## src/rtl/core/i2cbb_pkg.sv

```systemverilog
// ----------------------------------------------------------------------------
// i2cbb_pkg
// Shared types and constants of the i2c bit-level master sequencer.
// ----------------------------------------------------------------------------
package i2cbb_pkg;

   localparam int CNT_W     = 16;
   localparam int CSR_IDX_W = 1;
   localparam int CSR_DAT_W = 16;

   localparam logic [CNT_W-1:0] DELAY_TICKS_RST = CNT_W'(125);
   localparam logic [CNT_W-1:0] ACK_TIMEOUT_RST = CNT_W'(10000);

   localparam logic [CSR_IDX_W-1:0] CSR_DELAY_TICKS = 1'b0;
   localparam logic [CSR_IDX_W-1:0] CSR_ACK_TIMEOUT = 1'b1;

   typedef enum logic [2:0] {
      CMD_NONE  = 3'd0,
      CMD_START = 3'd1,
      CMD_STOP  = 3'd2,
      CMD_WRITE = 3'd3,
      CMD_READ  = 3'd4,
      CMD_WACK  = 3'd5
   } cmd_type;

   typedef enum logic [4:0] {
      PH_IDLE = 5'd0,
      PH_ST1  = 5'd1,
      PH_ST2  = 5'd2,
      PH_ST3  = 5'd3,
      PH_SP1  = 5'd4,
      PH_SP2  = 5'd5,
      PH_SP3  = 5'd6,
      PH_WR1  = 5'd7,
      PH_WR2  = 5'd8,
      PH_WR3  = 5'd9,
      PH_RD1  = 5'd10,
      PH_RD2  = 5'd11,
      PH_RA1  = 5'd12,
      PH_RA2  = 5'd13,
      PH_WACK = 5'd14
   } phase_type;

   typedef struct packed {
      logic [2:0] cmd;
      logic [7:0] tx_byte;
      logic       master_ack;
      logic       sda_in;
   } req_item_type;

   typedef struct packed {
      logic       scl;
      logic       sda_release;
      logic       busy_res;
      logic       done_res;
      logic [7:0] rx_data;
      logic       no_ack;
   } rsp_item_type;

endpackage

```

## src/rtl/core/i2c_bitbang_master.sv

```systemverilog
// ----------------------------------------------------------------------------
// i2c_bitbang_master
// I2C master pin sequencer: one beat per tick in, one result beat per tick out.
//
//   channel  dir  handshake              payload
//   req      in   req_valid/req_ready    cmd, tx_byte, master_ack, sda_in
//   rsp      out  rsp_valid/rsp_ready    scl, sda_release, busy_res, done_res,
//                                        rx_data, no_ack
//   csr      in   csr_we                 csr_index, csr_wdata
//
// one beat per cycle unless rsp stalls; result goes input reg, then result reg
// each tick is one pass through the step logic between input and result regs
// rsp stall holds the input register; req_ready drops only while both are full
// synchronous reset restores delay_ticks 125, ack_timeout 10000, lines released
// ----------------------------------------------------------------------------
module i2c_bitbang_master (
   input  logic                                clock,
   input  logic                                reset,
   input  logic                                req_valid,
   output logic                                req_ready,
   input  logic [2:0]                          req_cmd,
   input  logic [7:0]                          req_tx_byte,
   input  logic                                req_master_ack,
   input  logic                                req_sda_in,
   output logic                                rsp_valid,
   input  logic                                rsp_ready,
   output logic                                rsp_scl,
   output logic                                rsp_sda_release,
   output logic                                rsp_busy_res,
   output logic                                rsp_done_res,
   output logic [7:0]                          rsp_rx_data,
   output logic                                rsp_no_ack,
   input  logic                                csr_we,
   input  logic [i2cbb_pkg::CSR_IDX_W-1:0]     csr_index,
   input  logic [i2cbb_pkg::CSR_DAT_W-1:0]     csr_wdata
);
   import i2cbb_pkg::*;

   logic         in_valid_ff, in_valid_in;
   req_item_type in_item_ff;
   logic         rsp_valid_ff, rsp_valid_in;
   rsp_item_type rsp_item_ff;
   rsp_item_type step_result;
   logic         step_fire;
   logic         req_take;

   assign step_fire   = in_valid_ff && (!rsp_valid_ff || rsp_ready);
   assign req_ready   = !in_valid_ff || step_fire;
   assign req_take    = req_valid && req_ready;
   assign in_valid_in = req_take || (in_valid_ff && !step_fire);
   assign rsp_valid_in = step_fire || (rsp_valid_ff && !rsp_ready);

   always_ff @(posedge clock) begin
      if (reset) begin
         in_valid_ff  <= 1'b0;
         rsp_valid_ff <= 1'b0;
      end else begin
         in_valid_ff  <= in_valid_in;
         rsp_valid_ff <= rsp_valid_in;
      end
   end

   always_ff @(posedge clock) begin
      if (req_take) begin
         in_item_ff.cmd        <= req_cmd;
         in_item_ff.tx_byte    <= req_tx_byte;
         in_item_ff.master_ack <= req_master_ack;
         in_item_ff.sda_in     <= req_sda_in;
      end
      if (step_fire) begin
         rsp_item_ff <= step_result;
      end
   end

   i2cbb_seq u_seq (
      .clock     (clock),
      .reset     (reset),
      .csr_we    (csr_we),
      .csr_index (csr_index),
      .csr_wdata (csr_wdata),
      .step_fire (step_fire),
      .item      (in_item_ff),
      .result    (step_result)
   );

   assign rsp_valid       = rsp_valid_ff;
   assign rsp_scl         = rsp_item_ff.scl;
   assign rsp_sda_release = rsp_item_ff.sda_release;
   assign rsp_busy_res    = rsp_item_ff.busy_res;
   assign rsp_done_res    = rsp_item_ff.done_res;
   assign rsp_rx_data     = rsp_item_ff.rx_data;
   assign rsp_no_ack      = rsp_item_ff.no_ack;

endmodule

```

## src/rtl/core/i2cbb_seq.sv

```systemverilog
// ----------------------------------------------------------------------------
// i2cbb_seq
// Pin sequencer state and per-tick step: takes one registered beat and
// produces the pin levels and flags after that tick.
// ----------------------------------------------------------------------------
module i2cbb_seq (
   input  logic                                   clock,
   input  logic                                   reset,
   input  logic                                   csr_we,
   input  logic [i2cbb_pkg::CSR_IDX_W-1:0]        csr_index,
   input  logic [i2cbb_pkg::CSR_DAT_W-1:0]        csr_wdata,
   input  logic                                   step_fire,
   input  i2cbb_pkg::req_item_type                item,
   output i2cbb_pkg::rsp_item_type                result
);
   import i2cbb_pkg::*;

   logic [CNT_W-1:0] delay_ticks_ff, ack_timeout_ff;
   phase_type        phase_ff, phase_in;
   logic [3:0]       bit_count_ff, bit_count_in;
   logic [7:0]       shift_reg_ff, shift_reg_in;
   logic [CNT_W-1:0] delay_count_ff, delay_count_in;
   logic [CNT_W-1:0] timeout_count_ff, timeout_count_in;
   logic             scl_level_ff, scl_level_in;
   logic             sda_level_ff, sda_level_in;
   logic [7:0]       received_byte_ff, received_byte_in;
   logic             ack_flag_ff, ack_flag_in;
   logic             ack_to_send_ff, ack_to_send_in;

   logic [CNT_W-1:0] delay_load, timeout_load;
   logic [3:0]       bit_next;
   logic             done;

   // csr writes
   always_ff @(posedge clock) begin
      if (reset) begin
         delay_ticks_ff <= DELAY_TICKS_RST;
         ack_timeout_ff <= ACK_TIMEOUT_RST;
      end else if (csr_we) begin
         unique case (csr_index)
            CSR_DELAY_TICKS: delay_ticks_ff <= CNT_W'(csr_wdata);
            CSR_ACK_TIMEOUT: ack_timeout_ff <= CNT_W'(csr_wdata);
            default: ;
         endcase
      end
   end

   always_ff @(posedge clock) begin
      if (reset) begin
         phase_ff         <= PH_IDLE;
         bit_count_ff     <= '0;
         shift_reg_ff     <= '0;
         delay_count_ff   <= '0;
         timeout_count_ff <= '0;
         scl_level_ff     <= 1'b1;
         sda_level_ff     <= 1'b1;
         received_byte_ff <= '0;
         ack_flag_ff      <= 1'b0;
         ack_to_send_ff   <= 1'b0;
      end else if (step_fire) begin
         phase_ff         <= phase_in;
         bit_count_ff     <= bit_count_in;
         shift_reg_ff     <= shift_reg_in;
         delay_count_ff   <= delay_count_in;
         timeout_count_ff <= timeout_count_in;
         scl_level_ff     <= scl_level_in;
         sda_level_ff     <= sda_level_in;
         received_byte_ff <= received_byte_in;
         ack_flag_ff      <= ack_flag_in;
         ack_to_send_ff   <= ack_to_send_in;
      end
   end

   assign delay_load   = (delay_ticks_ff == '0) ? CNT_W'(1) : delay_ticks_ff;
   assign timeout_load = (ack_timeout_ff == '0) ? CNT_W'(1) : ack_timeout_ff;
   assign bit_next     = bit_count_ff + 4'd1;

   always_comb begin
      phase_in         = phase_ff;
      bit_count_in     = bit_count_ff;
      shift_reg_in     = shift_reg_ff;
      delay_count_in   = delay_count_ff;
      timeout_count_in = timeout_count_ff;
      scl_level_in     = scl_level_ff;
      sda_level_in     = sda_level_ff;
      received_byte_in = received_byte_ff;
      ack_flag_in      = ack_flag_ff;
      ack_to_send_in   = ack_to_send_ff;
      done             = 1'b0;

      unique case (phase_ff)
         PH_IDLE: begin
            unique case (item.cmd)
               CMD_START: begin
                  sda_level_in   = 1'b1;
                  delay_count_in = delay_load;
                  phase_in       = PH_ST1;
               end
               CMD_STOP: begin
                  scl_level_in   = 1'b0;
                  sda_level_in   = 1'b0;
                  delay_count_in = delay_load;
                  phase_in       = PH_SP1;
               end
               CMD_WRITE: begin
                  shift_reg_in   = item.tx_byte;
                  bit_count_in   = '0;
                  scl_level_in   = 1'b0;
                  delay_count_in = delay_load;
                  phase_in       = PH_WR1;
               end
               CMD_READ: begin
                  ack_to_send_in = item.master_ack;
                  shift_reg_in   = '0;
                  bit_count_in   = '0;
                  sda_level_in   = 1'b1;
                  delay_count_in = delay_load;
                  phase_in       = PH_RD1;
               end
               CMD_WACK: begin
                  sda_level_in     = 1'b1;
                  scl_level_in     = 1'b1;
                  timeout_count_in = timeout_load;
                  phase_in         = PH_WACK;
               end
               default: ;
            endcase
         end
         PH_WACK: begin
            if (!item.sda_in) begin
               scl_level_in = 1'b0;
               ack_flag_in  = 1'b0;
               done         = 1'b1;
               phase_in     = PH_IDLE;
            end else if (timeout_count_ff <= CNT_W'(1)) begin
               timeout_count_in = '0;
               ack_flag_in      = 1'b1;
               done             = 1'b1;
               phase_in         = PH_IDLE;
            end else begin
               timeout_count_in = timeout_count_ff - CNT_W'(1);
            end
         end
         default: begin
            if (delay_count_ff > CNT_W'(1)) begin
               delay_count_in = delay_count_ff - CNT_W'(1);
            end else begin
               delay_count_in = '0;
               unique case (phase_ff)
                  PH_ST1: begin
                     scl_level_in = 1'b1; delay_count_in = delay_load; phase_in = PH_ST2;
                  end
                  PH_ST2: begin
                     sda_level_in = 1'b0; delay_count_in = delay_load; phase_in = PH_ST3;
                  end
                  PH_ST3: begin
                     scl_level_in = 1'b0; done = 1'b1; phase_in = PH_IDLE;
                  end
                  PH_SP1: begin
                     scl_level_in = 1'b1; delay_count_in = delay_load; phase_in = PH_SP2;
                  end
                  PH_SP2: begin
                     sda_level_in = 1'b1; delay_count_in = delay_load; phase_in = PH_SP3;
                  end
                  PH_SP3: begin
                     done = 1'b1; phase_in = PH_IDLE;
                  end
                  PH_WR1: begin
                     sda_level_in   = shift_reg_ff[7];
                     delay_count_in = delay_load;
                     phase_in       = PH_WR2;
                  end
                  PH_WR2: begin
                     scl_level_in = 1'b1; delay_count_in = delay_load; phase_in = PH_WR3;
                  end
                  PH_WR3: begin
                     scl_level_in = 1'b0;
                     shift_reg_in = {shift_reg_ff[6:0], 1'b0};
                     bit_count_in = bit_next;
                     if (bit_next >= 4'd8) begin
                        done     = 1'b1;
                        phase_in = PH_IDLE;
                     end else begin
                        delay_count_in = delay_load;
                        phase_in       = PH_WR1;
                     end
                  end
                  PH_RD1: begin
                     scl_level_in = 1'b1;
                     if (item.sda_in) begin
                        shift_reg_in[3'd7 - bit_count_ff[2:0]] = 1'b1;
                     end
                     delay_count_in = delay_load;
                     phase_in       = PH_RD2;
                  end
                  PH_RD2: begin
                     scl_level_in   = 1'b0;
                     bit_count_in   = bit_next;
                     delay_count_in = delay_load;
                     if (bit_next >= 4'd8) begin
                        sda_level_in = !ack_to_send_ff;
                        phase_in     = PH_RA1;
                     end else begin
                        phase_in = PH_RD1;
                     end
                  end
                  PH_RA1: begin
                     scl_level_in = 1'b1; delay_count_in = delay_load; phase_in = PH_RA2;
                  end
                  PH_RA2: begin
                     scl_level_in     = 1'b0;
                     received_byte_in = shift_reg_ff;
                     done             = 1'b1;
                     phase_in         = PH_IDLE;
                  end
                  default: phase_in = PH_IDLE;
               endcase
            end
         end
      endcase
   end

   assign result.scl         = scl_level_in;
   assign result.sda_release = sda_level_in;
   assign result.busy_res    = (phase_in != PH_IDLE);
   assign result.done_res    = done;
   assign result.rx_data     = received_byte_in;
   assign result.no_ack      = ack_flag_in;

`ifndef SYNTHESIS
   a_done_not_busy: assert property (@(posedge clock) disable iff (reset)
      result.done_res |-> !result.busy_res)
      else $error("done beat while still busy");

   a_hold_on_stall: assert property (@(posedge clock) disable iff (reset)
      !step_fire |=> $stable(phase_ff) && $stable(shift_reg_ff) && $stable(bit_count_ff))
      else $error("sequencer state moved without a beat");

   a_ack_seen: assert property (@(posedge clock) disable iff (reset)
      step_fire && phase_ff == PH_WACK && !item.sda_in
      |=> phase_ff == PH_IDLE && !scl_level_ff && !ack_flag_ff)
      else $error("slave ack not taken");

   a_start_enters: assert property (@(posedge clock) disable iff (reset)
      step_fire && phase_ff == PH_IDLE && item.cmd == CMD_START
      |=> phase_ff == PH_ST1 && delay_count_ff != '0)
      else $error("start command not launched");

   a_bit_count_range: assert property (@(posedge clock) disable iff (reset)
      bit_count_ff <= 4'd8)
      else $error("bit count out of range");
`endif

endmodule
```

## config.mk

```make
export PLATFORM = sky130hd
export DESIGN_NAME = i2c_bitbang_master
export DESIGN_NICKNAME = d
export VERILOG_FILES = /design/src/rtl/core/i2cbb_pkg.sv /design/src/rtl/core/i2c_bitbang_master.sv /design/src/rtl/core/i2cbb_seq.sv
export SDC_FILE = /design/constraint.sdc
export NUM_CORES = 1
export LEC_CHECK = 0
export ABC_AREA = 1
export BUFFER_PORTS_ARGS = -buffer_cell sky130_fd_sc_hd__buf_2
export CORE_MARGIN = 4
export CORE_UTILIZATION = 40
export CTS_CLUSTER_SIZE = 25
export DETAILED_ROUTE_END_ITERATION = 8
export PLACE_DENSITY = 0.66
export SLEW_MARGIN = 15
export SYNTH_ARGS = -nofsm -noshare
export SYNTH_HDL_FRONTEND = slang
export SYNTH_HIERARCHICAL = 1
export SYNTH_SLANG_ARGS = --single-unit
export TNS_END_PERCENT = 5
```

## constraint.sdc

```tcl
create_clock -name clock -period 4.2 [get_ports clock]
set_input_delay 1.05 -clock clock [delete_from_list [all_inputs] [get_ports clock]]
set_output_delay 1.05 -clock clock [all_outputs]
set_load 0.1 [all_outputs]
```

Word level (Yosys, flattened, before mapping)

Index checks and enable logic that the tools add are counted.

Bits in registers: 121
Input port bits: 35
Logic and storage cells: 152

$add $sub $neg: 4
Order comparisons: 5
Equality and inequality tests: 26
Multiplexer cells: 52
Bitwise operators: 3
Reduce and logical (&&, ||, !) cells: 38

Operators with widths:

| cell                  | count |
|---|---|
| $mux 16               | 8 |
| $pmux 16 s2           | 3 |
| $pmux 5 s10           | 1 |
| $pmux 8 s2            | 3 |
| $mux 8                | 5 |
| $eq 5x4->1 const B    | 7 |
| $logic_not 16->1      | 2 |
| $sub 16x1->16 const B | 2 |
| $pmux 5 s5            | 1 |
| $eq 5x3->1 const B    | 4 |
| $gt 16x1->1 const B   | 1 |
| $le 16x1->1 const B   | 1 |
| $mux 5                | 3 |
| $pmux 1 s2            | 7 |
| $mux 1                | 12 |
| $mux 4                | 3 |
| $eq 5x2->1 const B    | 2 |
| $ne 2x2->1 const B    | 5 |
| $pmux 5 s2            | 1 |
| $reduce_or 9->1       | 1 |
| $or 8x8->8            | 1 |
| $pmux 4 s2            | 1 |
| $reduce_or 2->1       | 4 |
| $reduce_or 4->1       | 2 |
| 29 further kinds      | 48 |

Depth between registers and ports, before layout

Depth in word-level cells: 10
Depth in mapped cells: 14
Mapped depth without buffers: 14

Cells and area by module

The synthesis kept the hierarchy.

Modules (own cells, without submodules):

| module             | times used | cells each | area each (um^2) |
|---|---|---|---|
| i2cbb_seq          | 1          | 903        | 5759.3 |
| i2c_bitbang_master | 1          | 38         | 872.1 |

Worst setup path before layout

Ideal clock, no wire load.

Path kind: input to register
Start: input rsp_ready
End: register u_seq.delay_count_ff[5]
Arrival time: 3.053 ns
Slack: 1.076 ns
Cell stages on the path: 11
Cells stage by stage: inv_2 > a21oi_1 > clkbuf_2 > inv_1 > clkbuf_1 > nor2_1 > nand2_1 > buf_2 > a21oi_1 > nand3_1 > a21oi_1

Cells in the longest elaborated chain, start to end: 3

RTL lines:

| what                              | RTL line                 | text |
|---|---|---|
| start: declaration                | i2c_bitbang_master.sv:26 | `input logic rsp_ready,` |
| $logic_or 1x1->1                  | i2c_bitbang_master.sv:47 | `assign step_fire = in_valid_ff && (!rsp_valid_ff \|\| rsp_ready);` |
| $logic_and 1x1->1                 | i2c_bitbang_master.sv:47 |  |
| net step_fire                     | i2c_bitbang_master.sv:44 | `logic step_fire;` |
| $reduce_and 3->1 (no source line) | --                       |  |
| end signal: assignment            | i2cbb_seq.sv:64          | `delay_count_ff <= delay_count_in;` |
| end: declaration                  | i2cbb_seq.sv:22          | `logic [CNT_W-1:0] delay_count_ff, delay_count_in;` |

The timed path passes the listed nets, and every way through them passes these cells.
A chain may end at the register's enable or synchronous reset.

Worst setup path in the final report

Start: input rsp_ready
End: output req_ready

Cells in the longest elaborated chain, start to end: 3

RTL lines:

| what              | RTL line                 | text |
|---|---|---|
| $logic_or 1x1->1  | i2c_bitbang_master.sv:47 |  |
| $logic_and 1x1->1 | i2c_bitbang_master.sv:47 |  |
| $logic_or 1x1->1  | i2c_bitbang_master.sv:48 | `assign req_ready = !in_valid_ff \|\| step_fire;` |
| end: declaration  | i2c_bitbang_master.sv:20 | `output logic req_ready,` |

Every way passes these cells.

==> results.md <==
* Status: finished clean
* Leak at 3.39 nW
* Switching share of total power at 33.2%
* Core box area at 16100 µm²
* Final hold violations at 0
* Cell count after synthesis at 941
* H-tree Lvls at 4
* Max-cap violations at 0
* First-pass GRT wire length at 27000 µm
* Antenna-violating nets left at 0
* Comb pwr share at 25.2%
* PostCTS Resize Cnt at 0
* Reg-to-Reg Start: u_seq/phase_ff[3]
* Slew headroom at 41.9%
* Cell Pwr Density at 489 nW/µm²
* Clock latency on the worst-skew pair at 0.41 ns
* Hold Path Stages at 2
* Slew Limit Fails at 0
* Routed len/inst at 13.3 µm
* Peak supply drop at 449 µV
* Sequential share of power at 36.4%
* Fmax at 366 MHz
* P&R area growth vs syn at 13.9%
* EDFF count, synth at 26
* Share of post-route cells with drive strength above 1 at 12.9%
* ANT cells at 0
* Largest area contributor in the netlist: dfxtp_1
* Yosys reg bits at 121
* Die Y at 137 µm
* I/O Buffers at 49
* DRT iter0 DRCs at 457
* I/O Pins at 50
* Hold Crit Start: u_seq/scl_level_ff
* Initial core utilization at 41.3%
* Dpl cells at 1171
* Top-area cell type share of the netlist area at 28.7%
* DRC at 0
* Final setup fails at 0
* Drt first pass iters at 5
* Most area-consuming cells after synthesis: dfxtp_1 29%, edfxtp_1 12%, nand2_1 11%
* Largest net degree at the start of global routing at 59
* Worst slew pin tran at 0.869 ns
* Post-Layout Cell Count at 1203
* Kind of critical path: in -> out
* Hold buffer count at CTS at 0
* Switching Power at 0.00123 W
* Minimum clock period at 2.73 ns
* Grt ovf at 0
* Final setup TNS at 0 ns
* Crit path arrival time at 1.68 ns
* Die width at 137 µm
* RSZ-0062 raised after global routing: false
* Req. time, crit path at 3.15 ns
* Clock share of power at 38.4%
* Root Driver: clkbuf_16
* Mapped cell area at 6630 µm²
* Global Route Usage Sum at 18.0%
* Final Cycle Share at 65.0%
* Asr flop ratio synth at 0%
* CP startpoint kind: input pin
* Placer Congestion at 0.934
* Setup Skew at 0.0101 ns
* Max stage delay on crit path at 0.43 ns
* Routed vias/inst at 5.05
* Post-synthesis sequential area ratio at 40.5%
* Reg2reg setup slack at 1.68 ns
* Int Power at 0.00247 W
* Clock buffer depth at 2
* CP Cell Sequence: buf_2 -> inv_2 -> nand3_2 -> buf_2
* Die area at 18700 µm²
* # fillers at 1622
* CTS buffer count at 17
* CP Max Fanout at 3
* CP dominant cell by count: buf_2
* Clk sinks at 121
* Tightest Hold Check Type: reg -> reg
* Hold Crit Endpoint: u_seq/scl_level_ff
* Worst-path clk slew at 0.05 ns
* Syn_nets at 983
* CP endpoint kind: output port
* Post CTS Setup Buffer Count at 0
* Row count at 46
* Count of unique library cells instantiated by Yosys at 40
* CTS tree: yes
* Final nets at 1016
* Avg Inst Size Synth at 7.05 µm²
* Cells on worst reg2reg path at 9
* Syn. warnings at 6
* Initial antenna violation count at 0
* DRT Wirelength at 16000 µm
* Slowest-stage cell, CP: buf_2
* Top_reg_cell synth: dfxtp_1
* Post-DP HPWL at 11400 µm
* Worst r2r dst: u_seq/delay_count_ff[14]
* Via count at 6081
* Vias in the first global route at 5533
[placed cells by master, fill, tap and decap left out, types with 6 or more instances in the layout]
master,synthesis,routed
o211ai_1,14,14
o21ai_0,78,78
nor2_2,10,10
xnor2_1,6,6
nor2_1,117,117
buf_2,5,49
nand3_1,53,53
inv_1,116,116
clkbuf_16,0,18
edfxtp_1,26,26
inv_2,6,6
ha_1,7,7
nor3_1,8,8
o21ai_2,8,8
xor2_1,13,13
nand2_1,191,191
dfxtp_1,95,95
nand4_1,15,15
a21oi_1,98,97
[through the flow]
step / hold slack [ns] / instance area [µm²] / total power (W) / utilization (%) / setup slack (ns)
after detailed placement: 0.458 / 6970 / 0.00228 / 43.4 / 1.47
after global routing: 0.490 / 7550 / 0.00390 / 47.0 / 1.43
after floorplan: 0.439 / 6630 / 0.00210 / - / 1.08
final: 0.478 / 7550 / 0.00370 / 47.0 / 1.47
after CTS: 0.476 / 7550 / 0.00371 / 47.0 / 1.47
after global placement: 0.461 / 6970 / 0.00228 / 43.4 / 1.47
[synth_stat cells (6+ instances only)]
cell type,number
o21ai_0,78
inv_2,6
inv_1,116
ha_1,7
nor3_1,8
xnor2_1,6
dfxtp_1,95
nor2_1,117
nand2_1,191
nand4_1,15
nand3_1,53
edfxtp_1,26
o211ai_1,14
nor2_2,10
clkbuf_1,23
xor2_1,13
a21oi_1,98
o21ai_2,8
[flip-flops by register name (all words and copies together) (netlist names), 4 cells and up]
| name | flops |
|---|---|
| u_seq/delay_count_ff | 16 |
| u_seq/phase_ff | 5 |
| u_seq/timeout_count_ff | 16 |
| u_seq/bit_count_ff | 4 |
| u_seq/received_byte_ff | 8 |
| u_seq/shift_reg_ff | 8 |
| u_seq/delay_ticks_ff | 16 |
| u_seq/ack_timeout_ff | 16 |
| rsp_rx_data | 8 |
| in_item_ff | 13 |
[how the worst max path moves through the flow]
stage / startpoint / endpoint / slack (ns) / cells after the start
after floorplan: rsp_ready / u_seq/delay_count_ff[5] / 1.08 / 11
after global placement: rsp_ready / req_ready / 1.47 / 4
after detailed placement: rsp_ready / req_ready / 1.47 / 4
after CTS: rsp_ready / req_ready / 1.47 / 4
after global routing: rsp_ready / req_ready / 1.43 / 4
final: rsp_ready / req_ready / 1.47 / 4
[logic make-up after synthesis]
group	count (synthesis)	synth area share [%]
flops	121	40.5
compound gates	215	17.7
simple gates	416	27.8
fa+ha+maj	7	1.32
buf+inv	163	10.3
xor+xnor	19	2.51
[routing by layer]
metal | vias up | routed length, µm | track usage [%]
met2 | 146 | 6960 | 27.3
li1 | 3151 | - | -
met4 | 0 | 224 | 5.88
met1 | 2765 | 7980 | 25.5
met5 | - | 0 | 0
met3 | 19 | 856 | 4.08
[worst max-delay path, delay by kind of cell]
family	cells	cell delay (ns)
buffers and inverters	3	0.55
and+or+nand+nor	1	0.07
[power by group through the flow]
stage | combinational (W) | sequential, W | clock (W)
global placement | 0.000911 | 0.00137 | 0
floorplan | 0.000691 | 0.00141 | 0
CTS | 0.000919 | 0.00135 | 0.00144
global route | 0.00105 | 0.00136 | 0.00150
detailed placement | 0.000912 | 0.00137 | 0
finish | 0.000931 | 0.00135 | 0.00142
[cell type report]
class	instances	area [µm²]	share of cell area, %
multi-input cells	657	3270	43.3
flip-flops and latches	121	2680	35.5
clock inverters	6	61.3	0.812
repair buffers	53	275	3.64
inverters	124	470	6.23
clock buffers	26	520	6.89
well taps	216	270	3.58
Power figures use the tool's default switching activity.
